`config.mk`:
```
export PLATFORM = sky130hd
export DESIGN_NAME = arithmetic_encoder_bit_packer
export DESIGN_NICKNAME = d
export VERILOG_FILES = /design/src/sv/aebp_pkg.sv /design/src/sv/arithmetic_encoder_bit_packer.sv /design/src/sv/aebp_muldiv.sv /design/src/sv/aebp_pack.sv
export SDC_FILE = /design/constraint.sdc
export NUM_CORES = 1
export LEC_CHECK = 0
export ABC_AREA = 0
export ABC_CLOCK_PERIOD_IN_PS = 6550
export BUFFER_PORTS_ARGS = -buffer_cell sky130_fd_sc_hd__buf_2
export CAP_MARGIN = 10
export CORE_MARGIN = 4
export CORE_UTILIZATION = 40
export CTS_CLUSTER_SIZE = 24
export DETAILED_ROUTE_END_ITERATION = 8
export PLACE_DENSITY = 0.64
export SYNTH_ARGS = -nofsm -noshare
export SYNTH_HDL_FRONTEND = slang
export SYNTH_SLANG_ARGS = --single-unit
```
`constraint.sdc`:
```
create_clock -name clk -period 6.55 [get_ports clk]
set_input_delay 1.31 -clock clk [delete_from_list [all_inputs] [get_ports clk]]
set_output_delay 1.31 -clock clk [all_outputs]
set_load 0.02 [all_outputs]
```
`src/sv/aebp_pkg.sv`:
```
// Shared types and constants for the arithmetic encoder bit packer.
// No dependencies; used by aebp_muldiv, aebp_pack and the top level.
package aebp_pkg;

  localparam int FIELD_W         = 31;
  localparam int BYTE_W          = 8;
  localparam int STATE_BITS_DEF  = 32;
  localparam int MAX_PENDING_DEF = 255;
  localparam int MAX_RESULTS     = 40;
  localparam int CNT_W           = $clog2(MAX_RESULTS + 1);

  typedef enum logic {
    REQ_ENCODE = 1'b0,
    REQ_FINISH = 1'b1
  } req_type_t;

  // sequencer -> packer
  typedef struct packed {
    logic push;
    logic bit_val;
    logic item_end;
  } pk_cmd_t;

  // packer -> sequencer
  typedef struct packed {
    logic ready;
    logic empty;
    logic hold_v;
  } pk_stat_t;

endpackage

```
`src/sv/arithmetic_encoder_bit_packer.sv`:
```
// Arithmetic encoder with MSB-first byte packer; one word in flight at a time.
// Encode: both bounds are found bit-serially, then emitted bits go out with their
// pending bits and underflow steps are taken. Finish: a one bit, then zero bits
// to fill the byte. Each item then closes. Output stalls hold the sequencer.
// Synchronous active-low reset sets the interval to [0, all ones] and clears
// the pending count, overflow flag, packer and output register.
module arithmetic_encoder_bit_packer #(
  parameter int STATE_BITS  = aebp_pkg::STATE_BITS_DEF,
  parameter int MAX_PENDING = aebp_pkg::MAX_PENDING_DEF
) (
  input  logic                          clk,
  input  logic                          rst_n,
  input  logic                          in_valid,
  output logic                          in_stall,
  input  logic                          in_req_type,
  input  logic [aebp_pkg::FIELD_W-1:0]  in_total,
  input  logic [aebp_pkg::FIELD_W-1:0]  in_sym_low,
  input  logic [aebp_pkg::FIELD_W-1:0]  in_sym_high,
  output logic                          out_valid,
  input  logic                          out_stall,
  output logic [aebp_pkg::BYTE_W-1:0]   out_byte,
  output logic                          out_last,
  output logic                          out_pending_overflow
);

  localparam int SB  = STATE_BITS;
  localparam int RW  = STATE_BITS + 1;
  localparam int FW  = aebp_pkg::FIELD_W;
  localparam int FW1 = aebp_pkg::FIELD_W + 1;
  localparam int GW  = $clog2(STATE_BITS + 1);
  localparam int PW  = (MAX_PENDING > 1) ? $clog2(MAX_PENDING + 1) : 1;
  localparam logic [FW1-1:0] MAX_TOTAL = FW1'((64'd1 << (STATE_BITS - 2)) + 64'd2);
  localparam logic [SB-1:0]  HALF      = {1'b1, {(SB-1){1'b0}}};

  typedef enum logic [3:0] {
    S_IDLE,
    S_DIV_LO,
    S_DIV_HI,
    S_RENORM,
    S_PEND,
    S_UNDER,
    S_FIN_ONE,
    S_FIN_ZERO,
    S_END
  } state_t;

  state_t        state_r, state_nxt;
  logic [SB-1:0] low_r, low_nxt;
  logic [SB-1:0] high_r, high_nxt;
  logic [SB-1:0] nlow_r, nlow_nxt;
  logic [PW-1:0] pend_r, pend_nxt;
  logic          ovf_r, ovf_nxt;
  logic [GW-1:0] guard_r, guard_nxt;
  logic          pbit_r, pbit_nxt;
  logic [FW-1:0] total_r, total_nxt;
  logic [FW-1:0] shi_r, shi_nxt;

  logic          accept;
  logic          bad_req;
  logic          top_eq;
  logic          straddle;
  logic          guard_ok;
  logic [RW-1:0] range_w;
  logic [RW-1:0] sum_lo;
  logic [RW-1:0] sum_hi;

  logic          md_start;
  logic [FW-1:0] md_mult;
  logic [FW-1:0] md_div;
  logic          md_done;
  logic [RW-1:0] md_quot;

  aebp_pkg::pk_cmd_t  pk_cmd;
  aebp_pkg::pk_stat_t pk_stat;

  aebp_muldiv #(
    .RW (RW)
  ) u_muldiv (
    .clk     (clk),
    .rst_n   (rst_n),
    .start   (md_start),
    .mult    (md_mult),
    .range_i (range_w),
    .divisor (md_div),
    .done    (md_done),
    .quot    (md_quot)
  );

  aebp_pack u_pack (
    .clk                  (clk),
    .rst_n                (rst_n),
    .cmd                  (pk_cmd),
    .ovf_in               (ovf_r),
    .stat                 (pk_stat),
    .out_valid            (out_valid),
    .out_stall            (out_stall),
    .out_byte             (out_byte),
    .out_last             (out_last),
    .out_pending_overflow (out_pending_overflow)
  );

  always_comb begin
    in_stall = (state_r != S_IDLE);
    accept   = in_valid && (state_r == S_IDLE);
    bad_req  = (in_total == '0) || ({1'b0, in_total} > MAX_TOTAL) ||
               (in_sym_low >= in_sym_high) || (in_sym_high > in_total);
    // wraps to zero when high sits one below low, as the interval math does
    range_w  = {1'b0, high_r} - {1'b0, low_r} + RW'(1);
    top_eq   = (low_r[SB-1] == high_r[SB-1]);
    straddle = low_r[SB-2] && !high_r[SB-2];
    guard_ok = (guard_r < GW'(STATE_BITS));
    sum_lo   = {1'b0, low_r} + md_quot;
    sum_hi   = {1'b0, low_r} + md_quot - RW'(1);
    md_mult  = (state_r == S_IDLE) ? in_sym_low : shi_r;
    md_div   = (state_r == S_IDLE) ? in_total : total_r;

    state_nxt = state_r;
    low_nxt   = low_r;
    high_nxt  = high_r;
    nlow_nxt  = nlow_r;
    pend_nxt  = pend_r;
    ovf_nxt   = ovf_r;
    guard_nxt = guard_r;
    pbit_nxt  = pbit_r;
    total_nxt = total_r;
    shi_nxt   = shi_r;
    md_start  = 1'b0;
    pk_cmd    = '0;

    unique case (state_r)
      S_IDLE: begin
        if (accept) begin
          total_nxt = in_total;
          shi_nxt   = in_sym_high;
          if (in_req_type == aebp_pkg::REQ_FINISH) begin
            state_nxt = S_FIN_ONE;
          end else if (!bad_req) begin
            md_start  = 1'b1;
            state_nxt = S_DIV_LO;
          end
        end
      end
      S_DIV_LO: begin
        if (md_done) begin
          nlow_nxt  = sum_lo[SB-1:0];
          md_start  = 1'b1;
          state_nxt = S_DIV_HI;
        end
      end
      S_DIV_HI: begin
        if (md_done) begin
          low_nxt   = nlow_r;
          high_nxt  = sum_hi[SB-1:0];
          guard_nxt = '0;
          state_nxt = S_RENORM;
        end
      end
      S_RENORM: begin
        if (guard_ok && top_eq) begin
          pk_cmd.push    = 1'b1;
          pk_cmd.bit_val = low_r[SB-1];
          if (pk_stat.ready) begin
            // shift now; the pending bits go out before the next compare
            low_nxt   = {low_r[SB-2:0], 1'b0};
            high_nxt  = {high_r[SB-2:0], 1'b1};
            guard_nxt = guard_r + GW'(1);
            pbit_nxt  = !low_r[SB-1];
            if (pend_r != '0) begin
              state_nxt = S_PEND;
            end
          end
        end else begin
          guard_nxt = '0;
          state_nxt = S_UNDER;
        end
      end
      S_PEND: begin
        pk_cmd.push    = 1'b1;
        pk_cmd.bit_val = pbit_r;
        if (pk_stat.ready) begin
          pend_nxt = pend_r - PW'(1);
          if (pend_r == PW'(1)) begin
            state_nxt = S_RENORM;
          end
        end
      end
      S_UNDER: begin
        if (guard_ok && straddle) begin
          if (pend_r >= PW'(MAX_PENDING)) begin
            ovf_nxt = 1'b1;
          end else begin
            pend_nxt = pend_r + PW'(1);
          end
          low_nxt   = {low_r[SB-2:0], 1'b0} ^ HALF;
          high_nxt  = {high_r[SB-2:0], 1'b0} | HALF | SB'(1);
          guard_nxt = guard_r + GW'(1);
        end else begin
          state_nxt = S_END;
        end
      end
      S_FIN_ONE: begin
        pk_cmd.push    = 1'b1;
        pk_cmd.bit_val = 1'b1;
        if (pk_stat.ready) begin
          state_nxt = S_FIN_ZERO;
        end
      end
      S_FIN_ZERO: begin
        if (pk_stat.empty) begin
          state_nxt = S_END;
        end else begin
          pk_cmd.push    = 1'b1;
          pk_cmd.bit_val = 1'b0;
        end
      end
      S_END: begin
        pk_cmd.item_end = 1'b1;
        if (pk_stat.ready) begin
          state_nxt = S_IDLE;
        end
      end
      default: begin
        state_nxt = S_IDLE;
      end
    endcase
  end

  always_ff @(posedge clk) begin
    if (!rst_n) begin
      state_r <= S_IDLE;
      low_r   <= '0;
      high_r  <= '1;
      pend_r  <= '0;
      ovf_r   <= 1'b0;
      guard_r <= '0;
    end else begin
      state_r <= state_nxt;
      low_r   <= low_nxt;
      high_r  <= high_nxt;
      pend_r  <= pend_nxt;
      ovf_r   <= ovf_nxt;
      guard_r <= guard_nxt;
      nlow_r  <= nlow_nxt;
      pbit_r  <= pbit_nxt;
      total_r <= total_nxt;
      shi_r   <= shi_nxt;
    end
  end

  // an item only closes once its held word has gone to the output register
  a_idle_no_hold: assert property (@(posedge clk) disable iff (!rst_n)
    (state_r == S_IDLE) |-> !pk_stat.hold_v)
    else $error("held word left over in idle");

  a_pend_bound: assert property (@(posedge clk) disable iff (!rst_n)
    pend_r <= PW'(MAX_PENDING))
    else $error("pending count above limit");

  a_ovf_sticky: assert property (@(posedge clk) disable iff (!rst_n)
    ovf_r |=> ovf_r)
    else $error("overflow flag cleared");

  a_guard_bound: assert property (@(posedge clk) disable iff (!rst_n)
    guard_r <= GW'(STATE_BITS))
    else $error("renorm step count out of range");

endmodule

```
`src/sv/aebp_muldiv.sv`:
```
// Bit-serial multiply-divide unit: quot = floor(mult * range_i / divisor).
// One bit of range_i per cycle, MSB first, remainder kept below divisor.
// Depends on aebp_pkg.
module aebp_muldiv #(
  parameter int RW = aebp_pkg::STATE_BITS_DEF + 1
) (
  input  logic                       clk,
  input  logic                       rst_n,
  input  logic                       start,
  input  logic [aebp_pkg::FIELD_W-1:0] mult,
  input  logic [RW-1:0]              range_i,
  input  logic [aebp_pkg::FIELD_W-1:0] divisor,
  output logic                       done,
  output logic [RW-1:0]              quot
);

  localparam int FW = aebp_pkg::FIELD_W;
  localparam int TW = FW + 2;
  localparam int SW = $clog2(RW + 1);

  logic          busy_r;
  logic          done_r;
  logic [SW-1:0] step_r;
  logic [RW-1:0] rng_r;
  logic [RW-1:0] quot_r;
  logic [FW-1:0] rem_r;
  logic [FW-1:0] mul_r;
  logic [FW-1:0] div_r;

  logic [TW-1:0] t_sum;
  logic [TW-1:0] t_red;
  logic [TW-1:0] div1;
  logic [TW-1:0] div2;
  logic [1:0]    digit;
  logic [RW-1:0] quot_nxt;

  // rem < divisor and mult <= divisor, so 2*rem + mult < 3*divisor:
  // the quotient digit is 0, 1 or 2.
  always_comb begin
    div1  = {2'b00, div_r};
    div2  = {1'b0, div_r, 1'b0};
    t_sum = {1'b0, rem_r, 1'b0} + (rng_r[RW-1] ? {2'b00, mul_r} : '0);
    if (t_sum >= div2) begin
      t_red = t_sum - div2;
      digit = 2'd2;
    end else if (t_sum >= div1) begin
      t_red = t_sum - div1;
      digit = 2'd1;
    end else begin
      t_red = t_sum;
      digit = 2'd0;
    end
    quot_nxt = {quot_r[RW-2:0], 1'b0} + RW'(digit);
  end

  always_ff @(posedge clk) begin
    if (!rst_n) begin
      busy_r <= 1'b0;
      done_r <= 1'b0;
      step_r <= '0;
    end else begin
      done_r <= 1'b0;
      if (start) begin
        busy_r <= 1'b1;
        step_r <= SW'(RW);
      end else if (busy_r) begin
        step_r <= step_r - SW'(1);
        if (step_r == SW'(1)) begin
          busy_r <= 1'b0;
          done_r <= 1'b1;
        end
      end
    end
  end

  always_ff @(posedge clk) begin
    if (start) begin
      rng_r  <= range_i;
      mul_r  <= mult;
      div_r  <= divisor;
      rem_r  <= '0;
      quot_r <= '0;
    end else if (busy_r) begin
      rng_r  <= {rng_r[RW-2:0], 1'b0};
      rem_r  <= t_red[FW-1:0];
      quot_r <= quot_nxt;
    end
  end

  assign done = done_r;
  assign quot = quot_r;

endmodule

```
`src/sv/aebp_pack.sv`:
```
// MSB-first bit packer with a one-word hold stage and the output register.
// The hold stage lets the last word of an item be tagged once the item ends.
// Depends on aebp_pkg.
module aebp_pack (
  input  logic                         clk,
  input  logic                         rst_n,
  input  aebp_pkg::pk_cmd_t            cmd,
  input  logic                         ovf_in,
  output aebp_pkg::pk_stat_t           stat,
  output logic                         out_valid,
  input  logic                         out_stall,
  output logic [aebp_pkg::BYTE_W-1:0]  out_byte,
  output logic                         out_last,
  output logic                         out_pending_overflow
);

  localparam int BW = aebp_pkg::BYTE_W;
  localparam int CW = aebp_pkg::CNT_W;

  logic [BW-1:0] pb_r, pb_nxt;
  logic [2:0]    bf_r, bf_nxt;
  logic [CW-1:0] cnt_r, cnt_nxt;
  logic          hold_v_r, hold_v_nxt;
  logic [BW-1:0] hold_byte_r, hold_byte_nxt;
  logic          hold_ovf_r, hold_ovf_nxt;
  logic          ov_r, ov_nxt;
  logic [BW-1:0] ob_r, ob_nxt;
  logic          ol_r, ol_nxt;
  logic          oo_r, oo_nxt;

  logic          out_free;
  logic          rdy;
  logic          do_push;
  logic          completes;
  logic          keep;
  logic          ending;
  logic [BW-1:0] shifted;

  always_comb begin
    out_free  = !ov_r || !out_stall;
    rdy       = out_free || !hold_v_r;
    do_push   = cmd.push && rdy;
    shifted   = {pb_r[BW-2:0], cmd.bit_val};
    completes = do_push && (bf_r == 3'd7);
    // words beyond the per-item limit are dropped
    keep      = completes && (cnt_r < CW'(aebp_pkg::MAX_RESULTS));
    ending    = cmd.item_end && rdy;

    pb_nxt        = pb_r;
    bf_nxt        = bf_r;
    cnt_nxt       = cnt_r;
    hold_v_nxt    = hold_v_r;
    hold_byte_nxt = hold_byte_r;
    hold_ovf_nxt  = hold_ovf_r;
    ov_nxt        = ov_r && out_stall;
    ob_nxt        = ob_r;
    ol_nxt        = ol_r;
    oo_nxt        = oo_r;

    if (do_push) begin
      pb_nxt = completes ? '0 : shifted;
      bf_nxt = bf_r + 3'd1;
    end
    if (keep) begin
      cnt_nxt = cnt_r + CW'(1);
      if (hold_v_r) begin
        ov_nxt = 1'b1;
        ob_nxt = hold_byte_r;
        ol_nxt = 1'b0;
        oo_nxt = hold_ovf_r;
      end
      hold_v_nxt    = 1'b1;
      hold_byte_nxt = shifted;
      hold_ovf_nxt  = ovf_in;
    end
    if (ending) begin
      cnt_nxt = '0;
      if (hold_v_r) begin
        ov_nxt     = 1'b1;
        ob_nxt     = hold_byte_r;
        ol_nxt     = 1'b1;
        oo_nxt     = hold_ovf_r;
        hold_v_nxt = 1'b0;
      end
    end
  end

  always_ff @(posedge clk) begin
    if (!rst_n) begin
      pb_r     <= '0;
      bf_r     <= '0;
      cnt_r    <= '0;
      hold_v_r <= 1'b0;
      ov_r     <= 1'b0;
    end else begin
      pb_r     <= pb_nxt;
      bf_r     <= bf_nxt;
      cnt_r    <= cnt_nxt;
      hold_v_r <= hold_v_nxt;
      ov_r     <= ov_nxt;
    end
  end

  always_ff @(posedge clk) begin
    hold_byte_r <= hold_byte_nxt;
    hold_ovf_r  <= hold_ovf_nxt;
    ob_r        <= ob_nxt;
    ol_r        <= ol_nxt;
    oo_r        <= oo_nxt;
  end

  assign stat.ready  = rdy;
  assign stat.empty  = (bf_r == 3'd0);
  assign stat.hold_v = hold_v_r;

  assign out_valid            = ov_r;
  assign out_byte             = ob_r;
  assign out_last             = ol_r;
  assign out_pending_overflow = oo_r;

endmodule

```
# == After elaboration in Yosys (flattened, before gate mapping) ==
# Cells that the tools add are included.
# word_totals
register_bits,381
latchBits,0
ram_bits,0
romBits,0
out_inout_bits,12
wordCells,198
n_memories,0
# classes
add_sub_neg,14
multipliers,0
div,0
order_cmp,8
eq_ne,28
shift,0
n_mux,78
n_bitwise,3
n_reduce_logical,38
# ops
cell,n
32-bit 2-to-1 mux,8
32-bit case mux with 3 select lines,2
31-bit 2-to-1 mux,5
33-bit 2-to-1 mux,2
31-bit subtractor,2
4-bit 2-to-1 mux,14
8-bit 2-to-1 mux,7
6-bit 2-to-1 mux,6
4-bit case mux with 9 select lines,1
32-bit by 31-bit adder with 33-bit output,1
"33-bit by 1-bit adder with 33-bit output, second input constant",1
33-bit by 31-bit greater-or-equal comparator with 1-bit output,1
33-bit by 32-bit greater-or-equal comparator with 1-bit output,1
32-bit by 32-bit subtractor with 33-bit output,1
32-bit by 2-bit adder with 32-bit output,1
32-bit adder,1
"32-bit by 1-bit subtractor with 32-bit output, second input constant",1
31-bit greater-or-equal comparator,1
31-bit > comparator,1
"31-bit > comparator, second input constant",1
31-bit zero test,1
1-bit 2-to-1 mux,25
6-bit case mux with 3 select lines,1
"4-bit by 3-bit equality test with 1-bit output, second input constant",4
39 further kinds,80

# == Longest topological paths before layout ==
# Gate-level depths: netlist of run 1.
# depth
ltp_word,10
ltp_mapped,31
depth_no_buf,28

# == Hierarchy ==
# A second synthesis of run 1 with hierarchy kept.
# unflattened
hier_cells,2997
area_unflattened_um2,27317.4
# by_module_without_submodules
module,instances,cells_per_inst,area_each_um2,seq_area_each_um2
arithmetic_encoder_bit_packer,1,1571,13754.4,4514.3
aebp_muldiv,1,1277,11890.2,4294.1
aebp_pack,1,149,1672.9,930.9

# == Least setup slack after synthesis of run 1 ==
# OpenSTA, ideal clock, no wires.
# synth_timing
path_kind,register to register
startpoint,register u_muldiv.rng_r[32]
endpoint,"register u_muldiv.quot_r[25], in the netlist u_muldiv.quot[25]"
setup_time_ps,86
arrival_ps,6293
t_required_ps,6464
path_slack_ps,172
stages_incl_launch_ff,27
path_buffers,3
cell_sequence,edfxtp_1 -> clkbuf_1 -> and2_1 -> ha_1 -> fa_1 -> a21o_1 -> a21boi_0 -> o21ai_0 -> o21ai_0 -> o21a_1 -> xnor2_1 -> ha_1 -> nand3_1 -> o311ai_1 -> o31ai_1 -> o41a_1 -> a21o_1 -> buf_2 -> inv_2 -> clkbuf_1 -> ha_1 -> ha_1 -> nand3_1 -> nor4_1 -> nand3_1 -> xor2_1 -> a211oi_1
# synth_between
elab_chain_len,6
# synth_lines
item,line_no,rtl
from (decl),aebp_muldiv.sv:24,logic [RW-1:0] rng_r;
from (signal assigned),aebp_muldiv.sv:78,rng_r <= range_i;
from (signal assigned),aebp_muldiv.sv:84,"rng_r <= {rng_r[RW-2:0], 1'b0};"
31-bit 2-to-1 mux (*),aebp_muldiv.sv:42,"t_sum = {1'b0, rem_r, 1'b0} + (rng_r[RW-1] ? {2'b00, mul_r} : '0);"
32-bit by 31-bit adder with 33-bit output (*),aebp_muldiv.sv:42,
33-bit by 31-bit greater-or-equal comparator with 1-bit output,aebp_muldiv.sv:46,end else if (t_sum >= div1) begin
1-bit 2-to-1 mux,aebp_muldiv.sv:46,
2-bit 2-to-1 mux (*),aebp_muldiv.sv:43,if (t_sum >= div2) begin
32-bit by 2-bit adder with 32-bit output (*),aebp_muldiv.sv:53,"quot_nxt = {quot_r[RW-2:0], 1'b0} + RW'(digit);"
to (signal assigned),aebp_muldiv.sv:86,quot_r <= quot_nxt;
to (decl),aebp_muldiv.sv:25,logic [RW-1:0] quot_r;
# Mark *: on every way between the ends. The rest lies on a longest branch, timed or not.
# A chain may end at the register's enable or synchronous reset.

# == Worst setup path in the final report of run 1 ==
# layout_timing
startpoint,register u_muldiv.rng_r[32]
endpoint,"register u_muldiv.quot_r[30], in the netlist u_muldiv.quot[30]"
# The elaborated chain is that of the path after synthesis.

==> metrics.txt, run 1 <==
outcome finished clean; routed len/inst around 19 um; Final HPWL DP about 59 mm; post-synthesis cell type count 96; Main synth FF type edfxtp_1; M1 GR Usage ~29%; placed cell count roughly 4.0k; met3 usage ~5.0%; CP Class reg -> reg; setup violators final 0; XOR/XNOR Fraction of Synth Area approximately 5.9%; mapped cell area roughly 0.027 mm2; first-pass GRT wire length 120 mm; H-tree levels 2; CP peak stage delay between 0.4 and 0.5 ns; Worst Skew 0.0361 ns; Max Root-Sink Buffers 3; Post-synth EDFFs approximately 210; post-synthesis mux area share 1.31%; antenna viol nets, final 0; via count between 20k and 25k; RSZ-0062 raised after global routing false; most common cell after layout, fill and taps aside nand2_1; clock sink total approximately 380; GRT met2 Usage between 30% and 40%; combinational family with the most area after synthesis compound AO/OA/AOI/OAI gates; Area Growth Syn to Fin 11.6%; Routed WL slightly below 80 mm; initial antenna violation count 19; worst r2r src u_muldiv.rng_r[32]; CTS Hold Bufs 0; Synth Area in Compound Gates 21.5%; Initial DRC Count 1753; CP Launch Point u_muldiv.rng_r[32]; DP Worst Slack between 0.15 and 0.2 ns; Static Leak 0.0126 uW; chip height around 270 um; Final GP Congestion approximately 0.96; yosys warns 0; CTS tree built; cts bufs inserted 46; Seq/Total Area, Yosys between 30% and 40%; Async S/R FF share, synth 0%; via-per-instance ratio 5.67; Pre-antenna DRT Iters 6; max cap viols 0; pin count of the biggest net entering global routing ~120; Synthesized Nets about 3.5k; Synth Area in Adders between 10% and 20%; worst setup slack after layout around 0.4 ns; IO Count 110; Overflow after GRT 0; Worst Tran Pin Value between 1 and 1.5 ns; slowest CP cell o41a_1; crit path max fanout 6; Fin. Hold Viols 0; PD cells around 530 mW/mm2; All-Layer GR Usage a little over a fifth; CTS root buf clkbuf_16; Hold Crit Class reg -> reg; element type at the critical path start flop; DRC 0; syn avg cell area 8.69 um2; arrival time at the worst endpoint around 6.6 ns; die width around 270 um; commonest cells after routing, fill and taps aside nand2_1, nor2_1, ha_1; fin crit share between 90% and 100%; Syn Inst Count approximately 3.1k; Final Max Tran Viols 0; Final min period ~6.1 ns; Initial Utilization a little over 40%; simple-gate share of the synthesized area 18.2%; clk slew on worst S/H paths about 0.060 ns; non-filler instance count after layout about 4k; Top Usage Layer GRT met2; Nets ~3.6k; Final TNS setup 0 ns; PortBufs about 110; share of layout cells above drive strength 1 between 8 and 9%; f_max about 160 MHz; crit path capture type flop; clock latency on the worst-skew pair a little under 0.6 ns; VDD IR max 0.287 mV; Hold Crit Start u_pack.pb_r[6]; WP data required a little over 7 ns; #FFs+latches synth approximately 380; vias in the first global route 21.5k; total core area approximately 0.067 mm2; row cnt between 90 and 100; die area a little over 0.07 mm2; Slew HR between 20% and 30%
-- power by group --
group	switching, uW	leakage, uW	internal [uW]	total (uW)
Combinational	5950	0.00854	3950	9900
Clock	1100	0.000749	1570	2670
Sequential	438	0.00331	3110	3550
-- synth_stat cells (8+ instances only) --
cell type,n,area share (%)
nand2_1,347,4.8
nor2_1,283,3.9
ha_1,263,12
a21oi_1,222,4.1
edfxtp_1,209,23
inv_1,208,2.9
o21ai_0,185,3.4
dfxtp_1,172,13
clkbuf_1,102,1.4
xnor2_1,101,3.3
a21o_1,90,2.5
a211oi_1,79,2.2
xor2_1,78,2.5
o211ai_1,63,1.7
nor3_1,60,1.1
nand3_1,57,1.1
and2_1,51,1.2
and3_1,50,1.2
o21a_1,33,0.92
mux2i_1,32,1.2
nand4_1,31,0.72
nor4_1,28,0.65
a31oi_1,25,0.58
or3_1,23,0.53
nor2b_1,18,0.42
nor3b_1,17,0.47
a21boi_0,16,0.44
nand2b_1,16,0.37
o21bai_1,16,0.44
o31ai_1,13,0.36
a211o_1,12,0.39
o311ai_0,11,0.36
and4_1,10,0.32
buf_1,10,0.14
o41ai_1,10,0.32
a2111oi_0,9,0.29
or2_2,9,0.21
or4_1,9,0.25
o211a_1,8,0.30
o22ai_1,8,0.19
-- per-layer routing --
metal,part of all wire (%),up-vias
met5,0.12,-
li1,-,11500
met3,7.7,156
met4,3.4,14
met2,43,697
met1,46,10900
-- what timing repair did --
item	4_1_cts	5_1_grt
buffers inserted	0	0
endpoints found under the hold margin	0	0
endpoints found under the setup margin	0	12
resized for setup	0	9
-- layout make-up --
class,instances,area (um2)
diodes,8,20.0
multi-input cells,2397,16100
clock inverters,26,343
fillers,6603,36900
inverters,210,788
repair buffers,148,863
well taps,873,1090
clock buffers,59,1220
flip-flops and latches,381,9720
-- registers in the layout, summed over array words and instances (netlist names), 7 cells and up, named ones only --
signal and cells:
low_r 32, u_muldiv.quot 32, u_pack.pb_r 7, nlow_r 32, pend_r 8, u_pack.hold_byte_r 8
u_muldiv.mul_r 31, shi_r 31, u_muldiv.div_r 31, high_r 32, u_muldiv.rng_r 33, total_r 31
u_muldiv.rem_r 31
-- per-stage QoR --
step                area (um2)  util (%)  total power [uW]  hold WS (ns)
detailed placement       28600      42.6             13300         0.415
global route             30200      45.0             17400         0.452
global placement         28600      42.6             13300         0.420
floorplan                27000         -             10900         0.409
finish                   30200      45.0             16100         0.428
CTS                      30100      44.9             16100         0.430
-- final timing paths --
path                                              end  slack, ns  cells after the start
worst max-delay path                u_muldiv.quot[30]       0.41                     28
worst min-delay path            u_pack.hold_byte_r[7]       0.43                      0
worst max register to register      u_muldiv.quot[30]       0.41                     28
worst min register to register  u_pack.hold_byte_r[7]       0.43                      0
-- critical path: cells and delay by family (launching register included) --
kind / cells / cell delay [ns]
flip-flops: 1 / 0.42
buffers and inverters: 2 / 0.25
adder cells (fa/ha/maj): 4 / 1.34
XOR/XNOR: 2 / 0.30
AO/OA/AOI/OAI: 10 / 2.19
AND/OR/NAND/NOR: 10 / 1.56
-- kinds of logic after synthesis --
kind of cell    Yosys count
compound gates          879
buf+inv                 331
flops                   381
simple gates           1035
xor+xnor                180
mux                      35
fa+ha+maj               268
(Power assumes the default switching activity.)
==> run 2, diff against run 1 <==
- CTS_CLUSTER_SIZE: 24 -> 12
- REMOVE_ABC_BUFFERS: unset -> 1
==> metrics.txt, run 2 (synthesis results as in run 1) <==
outcome finished clean; CTS root buf clkbuf_16; Finished Core Util 45.0% (about the same); PortBufs 109 (unchanged); Nets 3558 (+0.23%); IO Count 110 (unchanged); commonest cells after routing, fill and taps aside nand2_1, nor2_1, ha_1; VDD IR max 0.244 mV (-15%); chip height 268 um (unchanged); Largest Register u_muldiv.rng_r; total core area 0.0670 mm2 (unchanged); die area 0.0718 mm2 (unchanged); Area Growth Syn to Fin 11.7% (about the same); WP data required 7.05 ns (about the same); Pre-antenna DRT Iters 6 (unchanged); DRC 0 (unchanged); slowest CP cell edfxtp_1; All-Layer GR Usage 21.4% (+0.41 points); pin count of the biggest net entering global routing 108 (-11%); fin crit share 94.2% (+0.44 points); Hold Crit Class reg -> reg; Final HPWL DP 60.0 mm (+2.0%); Final min period 6.17 ns (+0.0285 ns); Final GP Congestion 0.962 (-0.10%); antenna viol nets, final 0 (unchanged); Final Max Tran Viols 0 (unchanged); crit path capture type flop; Overflow after GRT 0 (unchanged); setup violators final 0 (unchanged); clock latency on the worst-skew pair 0.58 ns (about the same); PD cells 530 mW/mm2 (-0.86%); initial antenna violation count 8 (-11); Max Root-Sink Buffers 3 (unchanged); CTS tree built; Slew HR 27.0% (+5.9 points); clock sink total 381 (unchanged); via-per-instance ratio 5.64 (-0.57%); max cap viols 0 (unchanged); Final TNS setup 0 ns (unchanged); routed len/inst 19.1 um (+1.2%); Initial DRC Count 1902 (+8.5%); CP Class reg -> reg; vias in the first global route 22.0k (+2.0%); cts bufs inserted 47 (+2.2%); CTS Hold Bufs 0 (unchanged); die width 268 um (unchanged); Fin. Hold Viols 0 (unchanged); Routed WL 78.4 mm (+1.3%); fillers 6624 (+0.32%); max FFs per register 33 (unchanged); H-tree levels 2 (unchanged); share of layout cells above drive strength 1 8.83% (+0.10 points); clk slew on worst S/H paths 0.06 ns (about the same); Worst Skew 0.0238 ns (-0.0124 ns); Static Leak 0.0126 uW (+0.28%); worst path bufs/invs 2 (unchanged); Initial Utilization 40.3% (unchanged); most common cell after layout, fill and taps aside nand2_1; via count 23.1k (-0.47%); first-pass GRT wire length 122 mm (+1.7%); Worst Tran Pin Value 1.08 ns (-0.0687 ns); crit path max fanout 6 (unchanged); Crit path max-delay family compound AO/OA/AOI/OAI gates; element type at the critical path start flop; arrival time at the worst endpoint 6.66 ns (+0.02 ns); row cnt 95 (unchanged); overall power 16000 uW (-0.84%); CP peak stage delay 0.48 ns (+0.03 ns); f_max 162 MHz (-0.46%)
[run 2: cell count changes in the layout (fill, tap and decap cells not counted), sizes merged]
cell and change:
bufinv -3, buf +6, clkinv +7, inv -5, diode -4, clkinvlp -3
clkbuf +6
[run 2: power by group]
part | switching [uW] | internal (uW)
Combinational | 5920 | 3940
Sequential | 429 | 3110
Clock | 1060 | 1520
[run 2: layer usage]
layer,GRT usage [%],up-vias,part of all wire (%)
li1,-,11500,-
met1,28.4,10900,44
met2,35.4,589,46
met3,3.86,133,6.1
met4,7.03,6,3.4
met5,0,-,0.057
[run 2: path summary, 6_finish.rpt]
check	to	from	slack, ns	cells after the start
max	u_muldiv.quot[24]	u_muldiv.rng_r[32]	0.38	28
max reg2reg	u_muldiv.quot[24]	u_muldiv.rng_r[32]	0.38	28
min reg2reg	u_pack.hold_byte_r[7]	u_pack.pb_r[6]	0.44	0
min	u_pack.hold_byte_r[7]	u_pack.pb_r[6]	0.44	0
[run 2: final cells by class]
cell class	count	area (um2)	area share, %
timing repair buffer	155	913	3.03
clock inverter	22	205	0.680
clock buffer	64	1310	4.34
tap	873	1090	3.62
multi-input combinational	2397	16100	53.5
sequential	381	9720	32.2
antenna	4	10.0	0.0332
inverter	210	790	2.62
[run 2: per-stage QoR]
step	hold slack [ns]	setup slack [ns]	cell area (um2)	cells
floorplan	0.409	-2.18	26600	2988
global placement	0.424	-0.0585	28600	4015
detailed placement	0.426	-0.178	28600	4015
CTS	0.439	0.0696	30100	4101
global route	0.456	-0.00752	30200	4104
finish	0.439	0.381	30200	4106
[run 2: repair_timing]
item / in CTS / in global routing
pin swaps: 0 / 0
buffers inserted: 0 / 1
resized for setup: 1 / 12
endpoints found under the setup margin: 4 / 22
[run 2: worst register-to-register path, delay by kind of cell, from the launching register on]
kind / cells / cell delay [ns]
compound gates: 11 / 2.19
xor+xnor: 2 / 0.34
buf+inv: 2 / 0.30
simple gates: 10 / 1.76
fa+ha+maj: 3 / 1.03
flops: 1 / 0.48
==> run 3, diff against run 2 <==
- CELL_PAD_IN_SITES_DETAIL_PLACEMENT: unset -> 1
- CELL_PAD_IN_SITES_GLOBAL_PLACEMENT: unset -> 2
- CORE_UTILIZATION: 40 -> 36
- PLACE_DENSITY: 0.64 -> 0.84
==> metrics.txt, run 3 (synthesis results as in run 1) <==
commonest cells after routing, fill and taps aside nand2_1, nor2_1, ha_1; WP data required 7.06 ns (about the same); Final Max Tran Viols 0 (unchanged); setup violators final 0 (unchanged); Hold Path Sink u_pack.hold_byte_r[7]; Fin. Hold Viols 0 (unchanged); outcome finished clean; Routed WL 90.4 mm (+15%); dpl cell area 0.0288 mm2 (+0.53%); All-Layer GR Usage 22.4% (+1.1 points); Worst Tran Pin Value 0.984 ns (-0.101 ns); crit path max fanout 20 (+14); f_max 163 MHz (+0.64%); Static Leak 0.0127 uW (+0.80%); IO Count 110 (unchanged); Largest Register u_muldiv.rng_r; antenna viol nets, final 0 (unchanged); Finished Core Util 41.0% (-4.0 points); non-filler instance count after layout 4213 (+2.6%); pin count of the biggest net entering global routing 80 (-26%); worst r2r src u_muldiv.rng_r[32]; Max Root-Sink Buffers 3 (unchanged); via count 23.8k (+2.9%); Final min period 6.13 ns (-0.0393 ns); Overflow after GRT 0 (unchanged); overall power 16600 uW (+3.9%); die area 0.0795 mm2 (+11%); Worst Skew 0.0257 ns (+0.00194 ns); PD cells 544 mW/mm2 (+2.8%); Nets 3565 (+0.20%); crit path capture type flop; most common cell after layout, fill and taps aside nand2_1; max cap viols 0 (unchanged); Slew HR 34.4% (+7.4 points); CTS tree built; fin crit share 93.6% (-0.60 points); CTS root buf clkbuf_16; total core area 0.0744 mm2 (+11%); Final TNS setup 0 ns (unchanged); Most Frequent Cell on Critical Path a21o_1; worst path bufs/invs 3 (+1); Crit path max-delay family compound AO/OA/AOI/OAI gates; placed cell count 4114 (+2.5%); routed len/inst 21.5 um (+12%); Initial Utilization 36.3% (-4.0 points); max FFs per register 33 (unchanged); slowest CP cell edfxtp_1; via-per-instance ratio 5.65 (+0.25%); CTS Hold Bufs 0 (unchanged); DRC 0 (unchanged); CP Class reg -> reg; CP peak stage delay 0.41 ns (-0.07 ns); die width 282 um (+5.2%); first-pass GRT wire length 141 mm (+16%); H-tree levels 2 (unchanged); clock latency on the worst-skew pair 0.61 ns (+0.03 ns); share of layout cells above drive strength 1 9.48% (+0.65 points); Area Growth Syn to Fin 12.9%; clock sink total 381 (unchanged); clk slew on worst S/H paths 0.06 ns (about the same); cts bufs inserted 50 (+6.4%); Final HPWL DP 70.1 mm (+17%); Hold Crit Class reg -> reg; cell area after layout 0.0305 mm2 (+1.1%); FF-to-FF setup slack 0.42 ns (+0.04 ns); Worst R2R End u_muldiv.quot[28]; row cnt 100 (+5.3%); Final GP Congestion 0.911 (-5.3%); RSZ-0062 raised after global routing true; PortBufs 109 (unchanged); Initial DRC Count 1151 (-39%); VDD IR max 0.246 mV (+0.90%); element type at the critical path start flop; initial antenna violation count 7 (-1); chip height 282 um (+5.2%); vias in the first global route 24.9k (+13%); FF-to-FF path depth 29 (+3.6%); Pre-antenna DRT Iters 5 (-1); arrival time at the worst endpoint 6.64 ns (-0.02 ns); Hold Crit Start u_pack.pb_r[6]; fillers 8719 (+32%); Hold Crit Depth 0 (unchanged)
[run 3: metrics by stage]
step                      setup WS (ns)  hold slack [ns]
after CTS                        0.0373            0.434
after global placement           0.0862            0.423
final                             0.420            0.435
after global routing            -0.0386            0.447
after detailed placement        -0.0593            0.419
after floorplan                   -2.18            0.409
[run 3: final cells by class]
type	instances	area, um2	area share (%)
antenna	4	10.0	0.0328
clock buffer	61	1390	4.54
clock inverter	32	314	1.03
inverter	210	790	2.59
multi-input combinational	2397	16100	52.9
sequential	381	9720	31.8
tap	969	1210	3.97
timing repair buffer	159	956	3.13
[run 3: what timing repair did]
item                                    in CTS  in global routing
buffers inserted                             0                  1
pin swaps                                    0                  1
endpoints found under the setup margin       4                 19
gates resized for setup                      1                 15
[run 3: worst max path at each step]
| stage | startpoint | end | slack, ns | depth (start not counted) |
|---|---|---|---|---|
| after floorplan | state_r[0] | u_muldiv.rem_r[15] | -2.18 | 7 |
| after global placement | u_muldiv.rng_r[32] | u_muldiv.quot[28] | 0.09 | 28 |
| after detailed placement | u_muldiv.rng_r[32] | u_muldiv.quot[28] | -0.06 | 28 |
| after CTS | u_muldiv.rng_r[32] | u_muldiv.quot[28] | 0.04 | 28 |
| after global routing | u_muldiv.rng_r[32] | u_muldiv.quot[28] | -0.04 | 27 |
| final | u_muldiv.rng_r[32] | u_muldiv.quot[28] | 0.42 | 29 |
[run 3: worst register-to-register path: cells and delay by family (launching register included)]
family / cells / cell delay, ns
flops: 1 / 0.41
compound gates: 13 / 2.60
simple gates: 8 / 1.24
buf+inv: 3 / 0.51
xor+xnor: 2 / 0.36
fa+ha+maj: 3 / 0.93
[run 3: per-layer routing]
metal / global-route usage, % / wire length [um] / up-vias
met4: 8.75 / 3560 / 0
met5: 0 / 0 / -
li1: - / - / 11500
met3: 3.15 / 3490 / 162
met1: 28.1 / 39200 / 11700
met2: 39.1 / 44200 / 426
[run 3: power breakdown]
group | internal (uW) | leakage, uW | switching (uW) | total, uW
sequential | 3110 | 0.00331 | 451 | 3560
combinational | 3970 | 0.00860 | 6250 | 10200
clock | 1670 | 0.000819 | 1160 | 2830
